[src/hw/rtl/kwm_pkg.sv]
`timescale 1ns / 1ps
// ----------------------------------------------------------------------------
// kwm_pkg
// Types and constants shared by the k-mer window minimizer.
// ----------------------------------------------------------------------------
package kwm_pkg;

  localparam int unsigned KmerW    = 32;
  localparam int unsigned PosW     = 32;
  localparam int unsigned KLenW    = 5;
  localparam int unsigned KMax     = 16;
  localparam int unsigned CfgIdxW  = 2;
  localparam int unsigned CfgDataW = 5;

  // configuration register indexes
  localparam logic [CfgIdxW-1:0] REG_KMER_LENGTH   = 2'd0;
  localparam logic [CfgIdxW-1:0] REG_WINDOW_LENGTH = 2'd1;
  localparam logic [CfgIdxW-1:0] REG_STRAND_FLAG   = 2'd2;

  localparam logic [KLenW-1:0] KmerLenReset   = 5'd15;
  localparam logic [KLenW-1:0] WindowLenReset = 5'd10;
  localparam logic             StrandReset    = 1'b1;

  // nucleotide codes
  localparam logic [1:0] BASE_A = 2'd0;
  localparam logic [1:0] BASE_C = 2'd1;
  localparam logic [1:0] BASE_G = 2'd2;
  localparam logic [1:0] BASE_T = 2'd3;

  typedef struct packed {
    logic [KmerW-1:0] value;
    logic [PosW-1:0]  position;
  } kwm_entry_t;

  typedef struct packed {
    logic       valid;
    kwm_entry_t entry;
  } kwm_scan_t;

  typedef struct packed {
    logic pop;
    logic push;
  } kwm_win_ctrl_t;

  typedef struct packed {
    logic [KmerW-1:0] minimizer_value;
    logic [PosW-1:0]  kmer_position;
    logic             strand_out;
    logic             run_end;
  } kwm_result_t;

  typedef enum logic [2:0] {
    ST_IDLE,
    ST_DROP,
    ST_PUSH,
    ST_RESCAN,
    ST_TAIL,
    ST_FLUSH
  } kwm_state_e;

endpackage

[src/hw/rtl/kwm_if.sv]
`timescale 1ns / 1ps
// ----------------------------------------------------------------------------
// kwm_if
// Handshake channels of the k-mer window minimizer.
// ----------------------------------------------------------------------------
interface kwm_base_if;
  import kwm_pkg::*;
  logic       valid;
  logic       ready;
  logic [1:0] base_code;
  logic       final_base;
  modport source (output valid, base_code, final_base, input ready);
  modport sink (input valid, base_code, final_base, output ready);
endinterface

interface kwm_result_if;
  import kwm_pkg::*;
  logic             valid;
  logic             ready;
  logic [KmerW-1:0] minimizer_value;
  logic [PosW-1:0]  kmer_position;
  logic             strand_out;
  logic             run_end;
  modport source (output valid, minimizer_value, kmer_position, strand_out, run_end,
                  input ready);
  modport sink (input valid, minimizer_value, kmer_position, strand_out, run_end,
                output ready);
endinterface

interface kwm_cfg_if;
  import kwm_pkg::*;
  logic                valid;
  logic                ready;
  logic [CfgIdxW-1:0]  index;
  logic [CfgDataW-1:0] data;
  modport source (output valid, index, data, input ready);
  modport sink (input valid, index, data, output ready);
endinterface

[src/hw/rtl/kwm_cell.sv]
`timescale 1ns / 1ps
// ----------------------------------------------------------------------------
// kwm_cell
// One window slot: holds a k-mer and its position, shifts toward the head on
// a pop, and passes a running minimum to the next slot every cycle.
// ----------------------------------------------------------------------------
module kwm_cell (
  input  logic               clk_i,
  input  logic               rst_ni,
  input  logic               shift_i,
  input  logic               load_i,
  input  logic               valid_i,
  input  kwm_pkg::kwm_entry_t next_i,
  input  kwm_pkg::kwm_entry_t new_i,
  input  kwm_pkg::kwm_scan_t  scan_i,
  output kwm_pkg::kwm_entry_t entry_o,
  output kwm_pkg::kwm_scan_t  scan_o
);
  import kwm_pkg::*;

  kwm_entry_t entry_q, entry_d;
  kwm_scan_t  scan_q, scan_d;
  logic       in_wins;

  always_comb begin
    entry_d = entry_q;
    if (load_i) begin
      entry_d = new_i;
    end else if (shift_i) begin
      entry_d = next_i;
    end
  end

  // older slots sit upstream, so the incoming minimum keeps ties
  assign in_wins = scan_i.valid && (!valid_i || (scan_i.entry.value <= entry_q.value));

  always_comb begin
    if (in_wins || !valid_i) begin
      scan_d = scan_i;
    end else begin
      scan_d.valid = 1'b1;
      scan_d.entry = entry_q;
    end
  end

  always_ff @(posedge clk_i) begin
    entry_q <= entry_d;
  end

  always_ff @(posedge clk_i or negedge rst_ni) begin
    if (!rst_ni) begin
      scan_q <= '0;
    end else begin
      scan_q <= scan_d;
    end
  end

  assign entry_o = entry_q;
  assign scan_o  = scan_q;

endmodule

[src/hw/rtl/kwm_window.sv]
`timescale 1ns / 1ps
// ----------------------------------------------------------------------------
// kwm_window
// Row of window cells, oldest k-mer in cell 0, with the minimum scan chain.
// ----------------------------------------------------------------------------
module kwm_window #(
  parameter int unsigned WINDOW_MAX = 16
) (
  input  logic                            clk_i,
  input  logic                            rst_ni,
  input  kwm_pkg::kwm_win_ctrl_t          ctrl_i,
  input  logic [$clog2(WINDOW_MAX+1)-1:0] fill_i,
  input  kwm_pkg::kwm_entry_t             new_i,
  output kwm_pkg::kwm_entry_t             head_o,
  output kwm_pkg::kwm_scan_t              min_o
);
  import kwm_pkg::*;

  localparam int unsigned CntW = $clog2(WINDOW_MAX + 1);

  kwm_entry_t entries [WINDOW_MAX];
  kwm_scan_t  chain [WINDOW_MAX+1];

  assign chain[0] = '0;

  for (genvar i = 0; i < WINDOW_MAX; i++) begin : g_cell
    kwm_entry_t next_entry;
    if (i == WINDOW_MAX - 1) begin : g_last
      assign next_entry = entries[i];
    end else begin : g_mid
      assign next_entry = entries[i+1];
    end

    kwm_cell u_cell (
      .clk_i   (clk_i),
      .rst_ni  (rst_ni),
      .shift_i (ctrl_i.pop),
      .load_i  (ctrl_i.push && (fill_i == CntW'(i))),
      .valid_i (CntW'(i) < fill_i),
      .next_i  (next_entry),
      .new_i   (new_i),
      .scan_i  (chain[i]),
      .entry_o (entries[i]),
      .scan_o  (chain[i+1])
    );
  end

  assign head_o = entries[0];
  assign min_o  = chain[WINDOW_MAX];

endmodule

[src/hw/rtl/kmer_window_minimizer.sv]
`timescale 1ns / 1ps
// ----------------------------------------------------------------------------
// kmer_window_minimizer
// Streaming DNA minimizer: rolling k-mer, sliding window of cells, minimum
// tracking and tail shrink at the end of each sequence.
// ----------------------------------------------------------------------------
//   port        dir   items
//   base_in     in    one base: base_code, final_base
//   result_out  out   one minimizer: minimizer_value, kmer_position, strand_out, run_end
//   cfg_wr      in    register write: index, data (always ready)
//
// One base at a time. Each item is accepted in the idle state; with a k-mer, entries
// are dropped from the window until it is below the window length, then the k-mer
// is pushed, and each rescan of the cell row lets the minimum walk down the chain;
// on the final base the tail is popped; an end state closes each item.
// Reset leaves the window empty and loads register defaults (k 15, w 10, strand 1).
// A full output register stalls the sequencer only when a second result waits.
// ----------------------------------------------------------------------------
module kmer_window_minimizer #(
  parameter int unsigned WINDOW_MAX = 16
) (
  input  logic         clk_i,
  input  logic         rst_ni,
  kwm_base_if.sink     base_in,
  kwm_result_if.source result_out,
  kwm_cfg_if.sink      cfg_wr
);
  import kwm_pkg::*;

  localparam int unsigned CntW = $clog2(WINDOW_MAX + 1);

  // configuration
  logic [KLenW-1:0] kmer_len_q, window_len_q;
  logic             strand_q;

  // sequencer state
  kwm_state_e       state_q, state_d;
  logic [KmerW-1:0] kmer_q, kmer_d;
  logic [PosW-1:0]  seen_q, seen_d;
  logic [CntW-1:0]  fill_q, fill_d;
  logic [CntW-1:0]  scan_cnt_q, scan_cnt_d;
  logic [KLenW-1:0] tail_cnt_q, tail_cnt_d;
  kwm_entry_t       best_q, best_d;
  kwm_entry_t       new_q, new_d;
  logic             hit_q, hit_d;
  logic             fin_q, fin_d;
  logic             first_q, first_d;
  logic             tail_q, tail_d;

  // result staging
  logic             pend_valid_q, pend_valid_d;
  kwm_entry_t       pend_q, pend_d;
  logic             out_valid_q, out_valid_d;
  kwm_result_t      out_q, out_d;

  // window
  kwm_win_ctrl_t    win_ctrl;
  kwm_entry_t       head;
  kwm_scan_t        win_min;

  logic             emit;
  kwm_entry_t       emit_entry;
  logic             flush_out;

  logic [KLenW-1:0] k_eff;
  logic [CntW-1:0]  w_eff;
  logic [5:0]       mask_shamt;
  logic [KmerW-1:0] mask;
  logic [KmerW-1:0] kmer_next;
  logic [PosW-1:0]  seen_next;
  logic [PosW-1:0]  pos_next;
  logic             has_kmer;
  logic             in_accept;
  logic             ge_w;
  logic             hit_head;
  logic             out_free;
  logic             can_emit;
  logic             tail_done;
  logic             scan_done;
  logic             pop_keeps;

  // ---------------------------------------------------------------- config
  assign cfg_wr.ready = 1'b1;

  always_ff @(posedge clk_i or negedge rst_ni) begin
    if (!rst_ni) begin
      kmer_len_q   <= KmerLenReset;
      window_len_q <= WindowLenReset;
      strand_q     <= StrandReset;
    end else if (cfg_wr.valid) begin
      case (cfg_wr.index)
        REG_KMER_LENGTH:   kmer_len_q   <= cfg_wr.data;
        REG_WINDOW_LENGTH: window_len_q <= cfg_wr.data;
        REG_STRAND_FLAG:   strand_q     <= cfg_wr.data[0];
        default: ;
      endcase
    end
  end

  // ----------------------------------------------------------- derived values
  always_comb begin
    if (kmer_len_q == '0) begin
      k_eff = KLenW'(1);
    end else if (kmer_len_q > KLenW'(KMax)) begin
      k_eff = KLenW'(KMax);
    end else begin
      k_eff = kmer_len_q;
    end
  end

  always_comb begin
    if (window_len_q == '0) begin
      w_eff = CntW'(1);
    end else if (int'(window_len_q) > int'(WINDOW_MAX)) begin
      w_eff = CntW'(WINDOW_MAX);
    end else begin
      w_eff = CntW'(window_len_q);
    end
  end

  // keep the low k-1 bases: all ones shifted right by 34-2k
  assign mask_shamt = 6'd34 - {k_eff, 1'b0};
  assign mask       = {KmerW{1'b1}} >> mask_shamt;
  assign kmer_next  = ((kmer_q & mask) << 2) | {{(KmerW-2){1'b0}}, base_in.base_code};
  assign seen_next  = (seen_q == '1) ? seen_q : seen_q + PosW'(1);
  assign has_kmer   = seen_next >= PosW'(k_eff);
  assign pos_next   = seen_next - PosW'(k_eff) + PosW'(1);

  assign in_accept  = base_in.valid && base_in.ready;
  assign ge_w       = fill_q >= w_eff;
  assign hit_head   = (head.value == best_q.value) && (head.position == best_q.position);
  assign out_free   = !out_valid_q || result_out.ready;
  assign can_emit   = !pend_valid_q || out_free;
  assign tail_done  = (tail_cnt_q == k_eff - KLenW'(1)) || (fill_q == '0);
  assign scan_done  = scan_cnt_q == CntW'(WINDOW_MAX);
  assign pop_keeps  = fill_q > CntW'(1);

  assign base_in.ready = (state_q == ST_IDLE);

  // ------------------------------------------------------------- next state
  always_comb begin
    state_d = state_q;
    case (state_q)
      ST_IDLE: begin
        if (in_accept) begin
          if (has_kmer) begin
            state_d = ST_DROP;
          end else begin
            state_d = base_in.final_base ? ST_TAIL : ST_FLUSH;
          end
        end
      end
      ST_DROP: begin
        if (!ge_w) begin
          state_d = ST_PUSH;
        end
      end
      ST_PUSH: begin
        if (can_emit) begin
          if (!first_q && hit_q) begin
            state_d = ST_RESCAN;
          end else begin
            state_d = fin_q ? ST_TAIL : ST_FLUSH;
          end
        end
      end
      ST_RESCAN: begin
        if (scan_done && can_emit) begin
          state_d = (tail_q || fin_q) ? ST_TAIL : ST_FLUSH;
        end
      end
      ST_TAIL: begin
        if (tail_done) begin
          state_d = ST_FLUSH;
        end else if (hit_head && pop_keeps) begin
          state_d = ST_RESCAN;
        end
      end
      ST_FLUSH: begin
        if (!pend_valid_q || out_free) begin
          state_d = ST_IDLE;
        end
      end
      default: state_d = ST_IDLE;
    endcase
  end

  // ------------------------------------------------------- sequencer actions
  always_comb begin
    kmer_d     = kmer_q;
    seen_d     = seen_q;
    fill_d     = fill_q;
    scan_cnt_d = scan_cnt_q;
    tail_cnt_d = tail_cnt_q;
    best_d     = best_q;
    new_d      = new_q;
    hit_d      = hit_q;
    fin_d      = fin_q;
    first_d    = first_q;
    tail_d     = tail_q;
    win_ctrl   = '0;
    emit       = 1'b0;
    emit_entry = new_q;
    flush_out  = 1'b0;
    case (state_q)
      ST_IDLE: begin
        if (in_accept) begin
          kmer_d         = kmer_next;
          seen_d         = seen_next;
          new_d.value    = kmer_next;
          new_d.position = pos_next;
          fin_d          = base_in.final_base;
          first_d        = (fill_q == '0);
          hit_d          = 1'b0;
          tail_d         = 1'b0;
          tail_cnt_d     = '0;
        end
      end
      ST_DROP: begin
        if (ge_w) begin
          win_ctrl.pop = 1'b1;
          fill_d       = fill_q - CntW'(1);
          hit_d        = hit_q || hit_head;
        end
      end
      ST_PUSH: begin
        if (can_emit) begin
          win_ctrl.push = 1'b1;
          fill_d        = fill_q + CntW'(1);
          if (first_q) begin
            best_d = new_q;
            emit   = 1'b1;
          end else if (hit_q) begin
            scan_cnt_d = '0;
          end else if (new_q.value < best_q.value) begin
            best_d = new_q;
            emit   = 1'b1;
          end
        end
      end
      ST_RESCAN: begin
        if (!scan_done) begin
          scan_cnt_d = scan_cnt_q + CntW'(1);
        end else if (can_emit) begin
          best_d     = win_min.entry;
          emit       = 1'b1;
          emit_entry = win_min.entry;
        end
      end
      ST_TAIL: begin
        if (!tail_done) begin
          win_ctrl.pop = 1'b1;
          fill_d       = fill_q - CntW'(1);
          tail_cnt_d   = tail_cnt_q + KLenW'(1);
          if (hit_head && pop_keeps) begin
            scan_cnt_d = '0;
            tail_d     = 1'b1;
          end
        end
      end
      ST_FLUSH: begin
        if (!pend_valid_q || out_free) begin
          flush_out = pend_valid_q;
          if (fin_q) begin
            kmer_d = '0;
            seen_d = '0;
            fill_d = '0;
          end
        end
      end
      default: ;
    endcase
  end

  // the newest result waits in pend until we know whether it closes the item
  always_comb begin
    out_valid_d  = out_valid_q && !result_out.ready;
    out_d        = out_q;
    pend_valid_d = pend_valid_q;
    pend_d       = pend_q;
    if ((emit && pend_valid_q) || flush_out) begin
      out_valid_d           = 1'b1;
      out_d.minimizer_value = pend_q.value;
      out_d.kmer_position   = pend_q.position;
      out_d.strand_out      = strand_q;
      out_d.run_end         = flush_out;
    end
    if (emit) begin
      pend_valid_d = 1'b1;
      pend_d       = emit_entry;
    end else if (flush_out) begin
      pend_valid_d = 1'b0;
    end
  end

  always_ff @(posedge clk_i or negedge rst_ni) begin
    if (!rst_ni) begin
      state_q      <= ST_IDLE;
      kmer_q       <= '0;
      seen_q       <= '0;
      fill_q       <= '0;
      scan_cnt_q   <= '0;
      tail_cnt_q   <= '0;
      best_q       <= '0;
      hit_q        <= 1'b0;
      fin_q        <= 1'b0;
      first_q      <= 1'b0;
      tail_q       <= 1'b0;
      pend_valid_q <= 1'b0;
      out_valid_q  <= 1'b0;
    end else begin
      state_q      <= state_d;
      kmer_q       <= kmer_d;
      seen_q       <= seen_d;
      fill_q       <= fill_d;
      scan_cnt_q   <= scan_cnt_d;
      tail_cnt_q   <= tail_cnt_d;
      best_q       <= best_d;
      hit_q        <= hit_d;
      fin_q        <= fin_d;
      first_q      <= first_d;
      tail_q       <= tail_d;
      pend_valid_q <= pend_valid_d;
      out_valid_q  <= out_valid_d;
    end
  end

  always_ff @(posedge clk_i) begin
    new_q  <= new_d;
    pend_q <= pend_d;
    out_q  <= out_d;
  end

  // ------------------------------------------------------------------ window
  kwm_window #(
    .WINDOW_MAX (WINDOW_MAX)
  ) u_window (
    .clk_i  (clk_i),
    .rst_ni (rst_ni),
    .ctrl_i (win_ctrl),
    .fill_i (fill_q),
    .new_i  (new_q),
    .head_o (head),
    .min_o  (win_min)
  );

  assign result_out.valid           = out_valid_q;
  assign result_out.minimizer_value = out_q.minimizer_value;
  assign result_out.kmer_position   = out_q.kmer_position;
  assign result_out.strand_out      = out_q.strand_out;
  assign result_out.run_end         = out_q.run_end;

endmodule

[src/flat_wrapper.sv]
// flat-port wrapper written by rule: the top's interface ports become plain ports
module kmer_window_minimizer_flat import kwm_pkg::*;
#(
  parameter int unsigned WINDOW_MAX = 16
)
  (clk_i, rst_ni, base_in_valid, base_in_base_code, base_in_final_base, base_in_ready, result_out_valid, result_out_minimizer_value, result_out_kmer_position, result_out_strand_out, result_out_run_end, result_out_ready, cfg_wr_valid, cfg_wr_index, cfg_wr_data, cfg_wr_ready);
  kwm_base_if base_in_i ();
  kwm_result_if result_out_i ();
  kwm_cfg_if cfg_wr_i ();
  input  logic clk_i;
  input  logic rst_ni;
  input wire logic [$bits(base_in_i.valid)-1:0] base_in_valid;
  input wire logic [$bits(base_in_i.base_code)-1:0] base_in_base_code;
  input wire logic [$bits(base_in_i.final_base)-1:0] base_in_final_base;
  output wire logic [$bits(base_in_i.ready)-1:0] base_in_ready;
  output wire logic [$bits(result_out_i.valid)-1:0] result_out_valid;
  output wire logic [$bits(result_out_i.minimizer_value)-1:0] result_out_minimizer_value;
  output wire logic [$bits(result_out_i.kmer_position)-1:0] result_out_kmer_position;
  output wire logic [$bits(result_out_i.strand_out)-1:0] result_out_strand_out;
  output wire logic [$bits(result_out_i.run_end)-1:0] result_out_run_end;
  input wire logic [$bits(result_out_i.ready)-1:0] result_out_ready;
  input wire logic [$bits(cfg_wr_i.valid)-1:0] cfg_wr_valid;
  input wire logic [$bits(cfg_wr_i.index)-1:0] cfg_wr_index;
  input wire logic [$bits(cfg_wr_i.data)-1:0] cfg_wr_data;
  output wire logic [$bits(cfg_wr_i.ready)-1:0] cfg_wr_ready;
  assign base_in_i.valid = base_in_valid;
  assign base_in_i.base_code = base_in_base_code;
  assign base_in_i.final_base = base_in_final_base;
  assign base_in_ready = base_in_i.ready;
  assign result_out_valid = result_out_i.valid;
  assign result_out_minimizer_value = result_out_i.minimizer_value;
  assign result_out_kmer_position = result_out_i.kmer_position;
  assign result_out_strand_out = result_out_i.strand_out;
  assign result_out_run_end = result_out_i.run_end;
  assign result_out_i.ready = result_out_ready;
  assign cfg_wr_i.valid = cfg_wr_valid;
  assign cfg_wr_i.index = cfg_wr_index;
  assign cfg_wr_i.data = cfg_wr_data;
  assign cfg_wr_ready = cfg_wr_i.ready;
  kmer_window_minimizer #(.WINDOW_MAX(WINDOW_MAX)) u_core (.clk_i(clk_i), .rst_ni(rst_ni), .base_in(base_in_i), .result_out(result_out_i), .cfg_wr(cfg_wr_i));
endmodule
[config.mk]
export PLATFORM = sky130hd
export DESIGN_NAME = kmer_window_minimizer_flat
export DESIGN_NICKNAME = d
export VERILOG_FILES = /design/src/hw/rtl/kwm_pkg.sv /design/src/hw/rtl/kwm_if.sv /design/src/hw/rtl/kwm_cell.sv /design/src/hw/rtl/kwm_window.sv /design/src/hw/rtl/kmer_window_minimizer.sv /design/src/flat_wrapper.sv
export SDC_FILE = /design/constraint.sdc
export NUM_CORES = 2
export LEC_CHECK = 0
export BUFFER_PORTS_ARGS = -buffer_cell sky130_fd_sc_hd__buf_4
export CORE_ASPECT_RATIO = 1.25
export CORE_MARGIN = 5
export CORE_UTILIZATION = 64
export DETAILED_ROUTE_END_ITERATION = 10
export GPL_TIMING_DRIVEN = 1
export PLACE_DENSITY_LB_ADDON = 0.2
export REMOVE_ABC_BUFFERS = 1
export SLEW_MARGIN = 20
export SYNTH_ARGS = -nofsm -noshare
export SYNTH_HDL_FRONTEND = slang
export SYNTH_HIERARCHICAL = 1
export SYNTH_SLANG_ARGS = --single-unit
[constraint.sdc]
create_clock -name clk_i -period 6.2 [get_ports clk_i]
set_clock_uncertainty 0.2 [all_clocks]
set_input_delay 0.31 -clock clk_i [delete_from_list [all_inputs] [get_ports clk_i]]
set_output_delay 0.31 -clock clk_i [all_outputs]
set_load 0.1 [all_outputs]
# Word-level counts from Yosys, hierarchy flattened
# Index checks and enable logic that the tools add are counted.
dict set report classes {
  n_mux 118
  reduce_logical 132
  n_addsub 9
  eq_ne 44
  n_bitwise 2
  n_shift 1
  n_lt_le_gt_ge 37
}
# op n
set op_table {}
lappend op_table {{two-way mux 64 bit} 40}
lappend op_table {{two-way mux 65 bit} 15}
lappend op_table {{<= comparator 32 bit} 15}
lappend op_table {{two-way mux 32 bit} 4}
lappend op_table {{one-hot mux 64 bit (2 select lines)} 1}
lappend op_table {{two-way mux 5 bit} 17}
lappend op_table {{adder 32 x 1 -> 32 bit, second input constant} 2}
lappend op_table {{equality test 32 bit} 2}
lappend op_table {{one-hot mux 32 bit (2 select lines)} 1}
lappend op_table {{one-hot mux 30 bit (2 select lines)} 1}
lappend op_table {{equality test 5 x 4 -> 1 bit, second input constant} 8}
lappend op_table {{< comparator 4 x 5 -> 1 bit, first input constant} 8}
lappend op_table {{nonzero test 2 bit} 20}
lappend op_table {{logical AND 1 bit} 38}
lappend op_table {{logical OR 1 bit} 36}
lappend op_table {{equality test 32 bit, second input constant} 1}
lappend op_table {{greater-or-equal comparator 32 x 5 -> 1 bit} 1}
lappend op_table {{< comparator 32 bit} 1}
lappend op_table {{bitwise OR 32 x 2 -> 32 bit} 1}
lappend op_table {{>> shifter 32 x 6 -> 30 bit, first input constant} 1}
lappend op_table {{subtractor 32 x 5 -> 32 bit} 1}
lappend op_table {{AND 30 bit} 1}
lappend op_table {{two-way mux 30 bit} 1}
lappend op_table {{two-way mux 3 bit} 9}
lappend op_table {{40 further kinds} 118}
dict set report word_totals {
  wordCells 447
  out_inout_bits 69
  regBits 2418
}

# Longest topological paths before layout
dict set report logic_depth {
  depth_word 10
  depth_mapped 19
  ltp_nobuf 18
}

# Hierarchy
# Netlist, hierarchy kept.
# module n_inst cells_per_inst area_each_um2
set modules_own_cells {}
lappend modules_own_cells {{kwm_cell at u_core.u_window.g_cell[10].u_cell ...} 11 388 6148.4}
lappend modules_own_cells {{kwm_cell at u_core.u_window.g_cell[6].u_cell ...} 4 391 5936.9}
lappend modules_own_cells {kmer_window_minimizer 1 1669 19128.3}
lappend modules_own_cells {{kwm_cell at u_core.u_window.g_cell[0].u_cell} 1 389 6188.4}
lappend modules_own_cells {kwm_window 1 53 282.8}

# Worst setup path before layout
# No wires, ideal clock.
dict set report synth_timing {
  kind {flip-flop to flip-flop}
  startpoint {reg u_core.state_q[0]}
  endpoint {reg u_core/new_q[0] (netlist name), enable pin}
  required_time_ns 5.547
  arrival_ns 5.186
  setup_ns 0.453
  path_stages_with_launch 6
  setup_slack_ns 0.361
  cell_sequence {dfrtp_1 buf_2 nor3_1 nand2_1 inv_2 clkbuf_1}
}
dict set report synth_via {
  elab_chain_cells 3
}
# element line
set synth_rtl {}
lappend synth_rtl {{start, declared} kmer_window_minimizer.sv:37} ;# kwm_state_e state_q, state_d;
lappend synth_rtl {{start signal, assigned} kmer_window_minimizer.sv:312} ;# state_q <= state_d;
lappend synth_rtl {{zero test 3 bit *} kmer_window_minimizer.sv:138} ;# assign base_in.ready = (state_q == ST_IDLE);
lappend synth_rtl {{via base_in_ready} flat_wrapper.sv:15} ;# output wire logic [$bits(base_in_i.ready)-1:0] base_in_ready;
lappend synth_rtl {{logical AND 1 bit} kmer_window_minimizer.sv:129} ;# assign in_accept = base_in.valid && base_in.ready;
lappend synth_rtl {{AND reduction 2 bit (no source line) *} -}
lappend synth_rtl {{end signal, assigned} kmer_window_minimizer.sv:329} ;# new_q <= new_d;
lappend synth_rtl {{end, declared} kmer_window_minimizer.sv:44} ;# kwm_entry_t new_q, new_d;
# Mark *: on every way through the listed nets, which the timed path passes. The rest lies on a longest branch.
# A chain may end at the register's enable or synchronous reset.

# Worst setup path in the final report
dict set report layout_timing {
  startpoint {reg u_core.seen_q[0]}
  endpoint {reg u_core/new_q[30] (netlist name) (data pin)}
}
dict set report layout_via {
  elab_chain_cells 4
}
# element line
set layout_rtl {}
lappend layout_rtl {{start, declared} kmer_window_minimizer.sv:39} ;# logic [PosW-1:0] seen_q, seen_d;
lappend layout_rtl {{start signal, assigned} kmer_window_minimizer.sv:314} ;# seen_q <= seen_d;
lappend layout_rtl {{adder 32 x 1 -> 32 bit or equality test 32 bit (tied branches)} kmer_window_minimizer.sv:125} ;# assign seen_next = (seen_q == '1) ? seen_q : seen_q + PosW'(1);
lappend layout_rtl {{two-way mux 32 bit *} kmer_window_minimizer.sv:125}
lappend layout_rtl {{subtractor 32 x 5 -> 32 bit *} kmer_window_minimizer.sv:127} ;# assign pos_next = seen_next - PosW'(k_eff) + PosW'(1);
lappend layout_rtl {{adder 32 x 1 -> 32 bit *} kmer_window_minimizer.sv:127}
lappend layout_rtl {{via u_core.pos_next[30]} kmer_window_minimizer.sv:71} ;# logic [PosW-1:0] pos_next;
# Marks and branches as above.

==> results_dict.tcl <==
set metrics [dict create \
    outcome "completed" \
    drv_cap 0 \
    final-seq-area_sq_mm 0.0666 \
    cp.required_ns 6.64 \
    layout.nets 8836 \
    dpl.hpwl_mm 195 \
    detailedRoute.firstIterationViolations 5099 \
    yosys_warnings 6 \
    final_common_cell "mux2_2" \
    worst_r2r_endpoint "u_core/new_q[30]" \
    cts-root-buf "clkbuf_16" \
    antenna_found_initial 12 \
    grt_pass1_wl_mm 452 \
    pre_cts_slack_ns 0.673 \
    cts_resized 0 \
    pwr_density_cell_mw_per_mm2 625 \
    via_count 67400 \
    h-tree-depth 4 \
    route.detailed.drc 0 \
    place_inst 10300 \
    initial_utilization_pct 64.3 \
    synth_area_sq_mm 0.117 \
    crit_type "flip-flop to flip-flop" \
    worstSetupEndpointType "flip-flop" \
    finalCritPeriodShare_pct 89.1 \
    gp_congestion 0.915 \
    grt_usage_pct 31.9 \
    setup_viol 0 \
    hold_viol 0 \
    io_buffers 82 \
    tns_ns 0 \
    dieArea_sq_mm 0.191 \
    crit_fanout 14 \
    grt_max_degree 167 \
    vias_per_cell 6.24 \
    clk_latency_ns 0.90 \
    drive_gt1_share_pct 32.3 \
    p_comb_share_pct 40.9 \
    clkSinkCount 2418 \
    clockBufferDepth 3 \
    grt_overflow_total 0 \
    p_sw_mw 29.2 \
    fmax_ghz 0.181 \
    cts.clk_slew.worst_paths_ns 0.06 \
    firstDrtPassIters 6 \
    routedWlPerCell_um 28.2 \
    final_cell_mix "mux2_2 (1320), edfxtp_1 (1218), dfrtp_1 (1193), mux2_4 (721), ha_1 (616)" \
    die_w_um 392 \
    leakage_nw 54.5 \
    antenna_left 0 \
    num-fill-cells 11800 \
    setup_ws_ns 0.679 \
    r2r_start "u_core/seen_q[0]" \
    synth_cells 7941 \
    post_cts_buffers 0 \
    cts_tree "done" \
    rsz0062_at_grt "false" \
    worst_slew_pin_slew_ns 1.23 \
    p_int_mw 51.2 \
    grt_pass1_vias 70600 \
    core_sq_mm 0.182 \
    cp_data_arrival_time_ns 5.96 \
    slew_headroom_pct 17.5 \
    num_rows 175 \
    finalWirelength_mm 305 \
    die_y_um 488 \
    p_total_mw 80.4 \
    rrSetupSlack_ns 0.68 \
    irDropWorstVdd_mv 0.673 \
    slew_viol_final 0 \
    hold_path_class "input port to async pin" \
    p_seq_share_pct 40.8 \
    syn2layout_area_growth_pct 9.94 \
    power_switching_share_pct 36.3 \
    syn_area_per_cell_sq_um 14.7 \
    reg2regPathDepth 16 \
    timing.final.crit_period_ns 5.52 \
    multi_input_area_sq_mm 0.0468 \
    pin_count 84 \
    final_cells 10800 \
    critPathLaunchType "flip-flop" \
    cts_buffers 227 \
    p_clk_share_pct 18.3 \
]
## power groups by stage
stage          Sequential (mW)  Combinational (mW)  Clock [mW]
5_1_grt                   33.6                35.0        15.6
6_report                  32.8                32.9        14.7
3_5_place_dp              32.8                32.1           0
4_1_cts                   32.7                32.6        14.9
3_3_place_gp              32.6                31.2           0
2_1_floorplan             31.3                23.8           0
## worst max-delay path by stage
stage | from | endpoint | slack [ns] | depth (start not counted)
global placement | u_core/seen_q[0] | u_core/new_q[30] | 0.66 | 16
detailed placement | u_core/seen_q[0] | u_core/new_q[30] | 0.67 | 17
CTS | u_core/seen_q[0] | u_core/new_q[30] | 0.64 | 17
finish | u_core/seen_q[0] | u_core/new_q[30] | 0.68 | 16
global route | u_core/seen_q[0] | u_core/new_q[30] | 0.33 | 16
floorplan | u_core/result_out.valid | u_core/u_window/g_cell[4].u_cell/entry_o[0] | -1.51 | 5
## metal layers
layer / wire (um) / track usage (%) / vias to the layer above
li1: - / - / 29400
met1: 123000 / 41.4 / 34900
met2: 145000 / 52.2 / 2390
met3: 18000 / 5.32 / 685
met4: 18800 / 16.5 / 6
met5: 41 / 0 / -
## per-stage QoR
stage / hold WS [ns] / util (%) / cell area (sq um)
detailed placement: 0.0908 / 66.2 / 120000
CTS: 0.0161 / 70.7 / 129000
global placement: 0.106 / 66.1 / 120000
finish: 0.0526 / 70.7 / 129000
floorplan: -0.186 / - / 115000
global route: 0.0490 / 70.7 / 129000
## registers in the layout, summed over array words and instances, names as in the netlist, 3 cells and up
register,count
u_core/best_q,64
u_core/kmer_len_q,5
u_core/u_window/g_cell.u_cell/entry_o,1024
u_core/kmer_q,30
u_core/state_q,3
u_core/seen_q,32
u_core/fill_q,5
u_core/u_window/g_cell.u_cell/scan_o,1039
u_core/tail_cnt_q,5
u_core/window_len_q,5
u_core/result_out.kmer_position,32
u_core/scan_cnt_q,5
u_core/pend_q,64
u_core/new_q,64
u_core/result_out.minimizer_value,32
## final cells by class
cell class                 instances  area share [%]
antenna                            4         0.00778
clock buffer                     312            4.94
clock inverter                   120            1.21
inverter                         612            1.79
multi-input combinational       4728            36.4
sequential                      2418            51.8
tap                             2389            2.32
timing repair buffer             216            1.56
## worst max-delay path: stages, from the launching register on
cell and delay, ns:
dfrtp_1 0.45, ha_1 0.22, nand3_1 0.20, or3_4 0.44, nor4_4 0.37, buf_4 0.28
nor2_1 0.10, xnor2_1 0.20, ha_1 0.30, ha_1 0.37, nand2b_1 0.07, o311ai_1 0.75
o211ai_1 0.21, a311oi_1 0.43, o21a_1 0.23, o31ai_1 0.11, a311o_1 0.33
## what timing repair did
action / 4_1_cts / 5_1_grt
endpoints found under the setup margin: 0 / 0
endpoints found under the hold margin: 858 / 0
hold buffers: 20 / 0
Power figures use the tool's default switching activity.
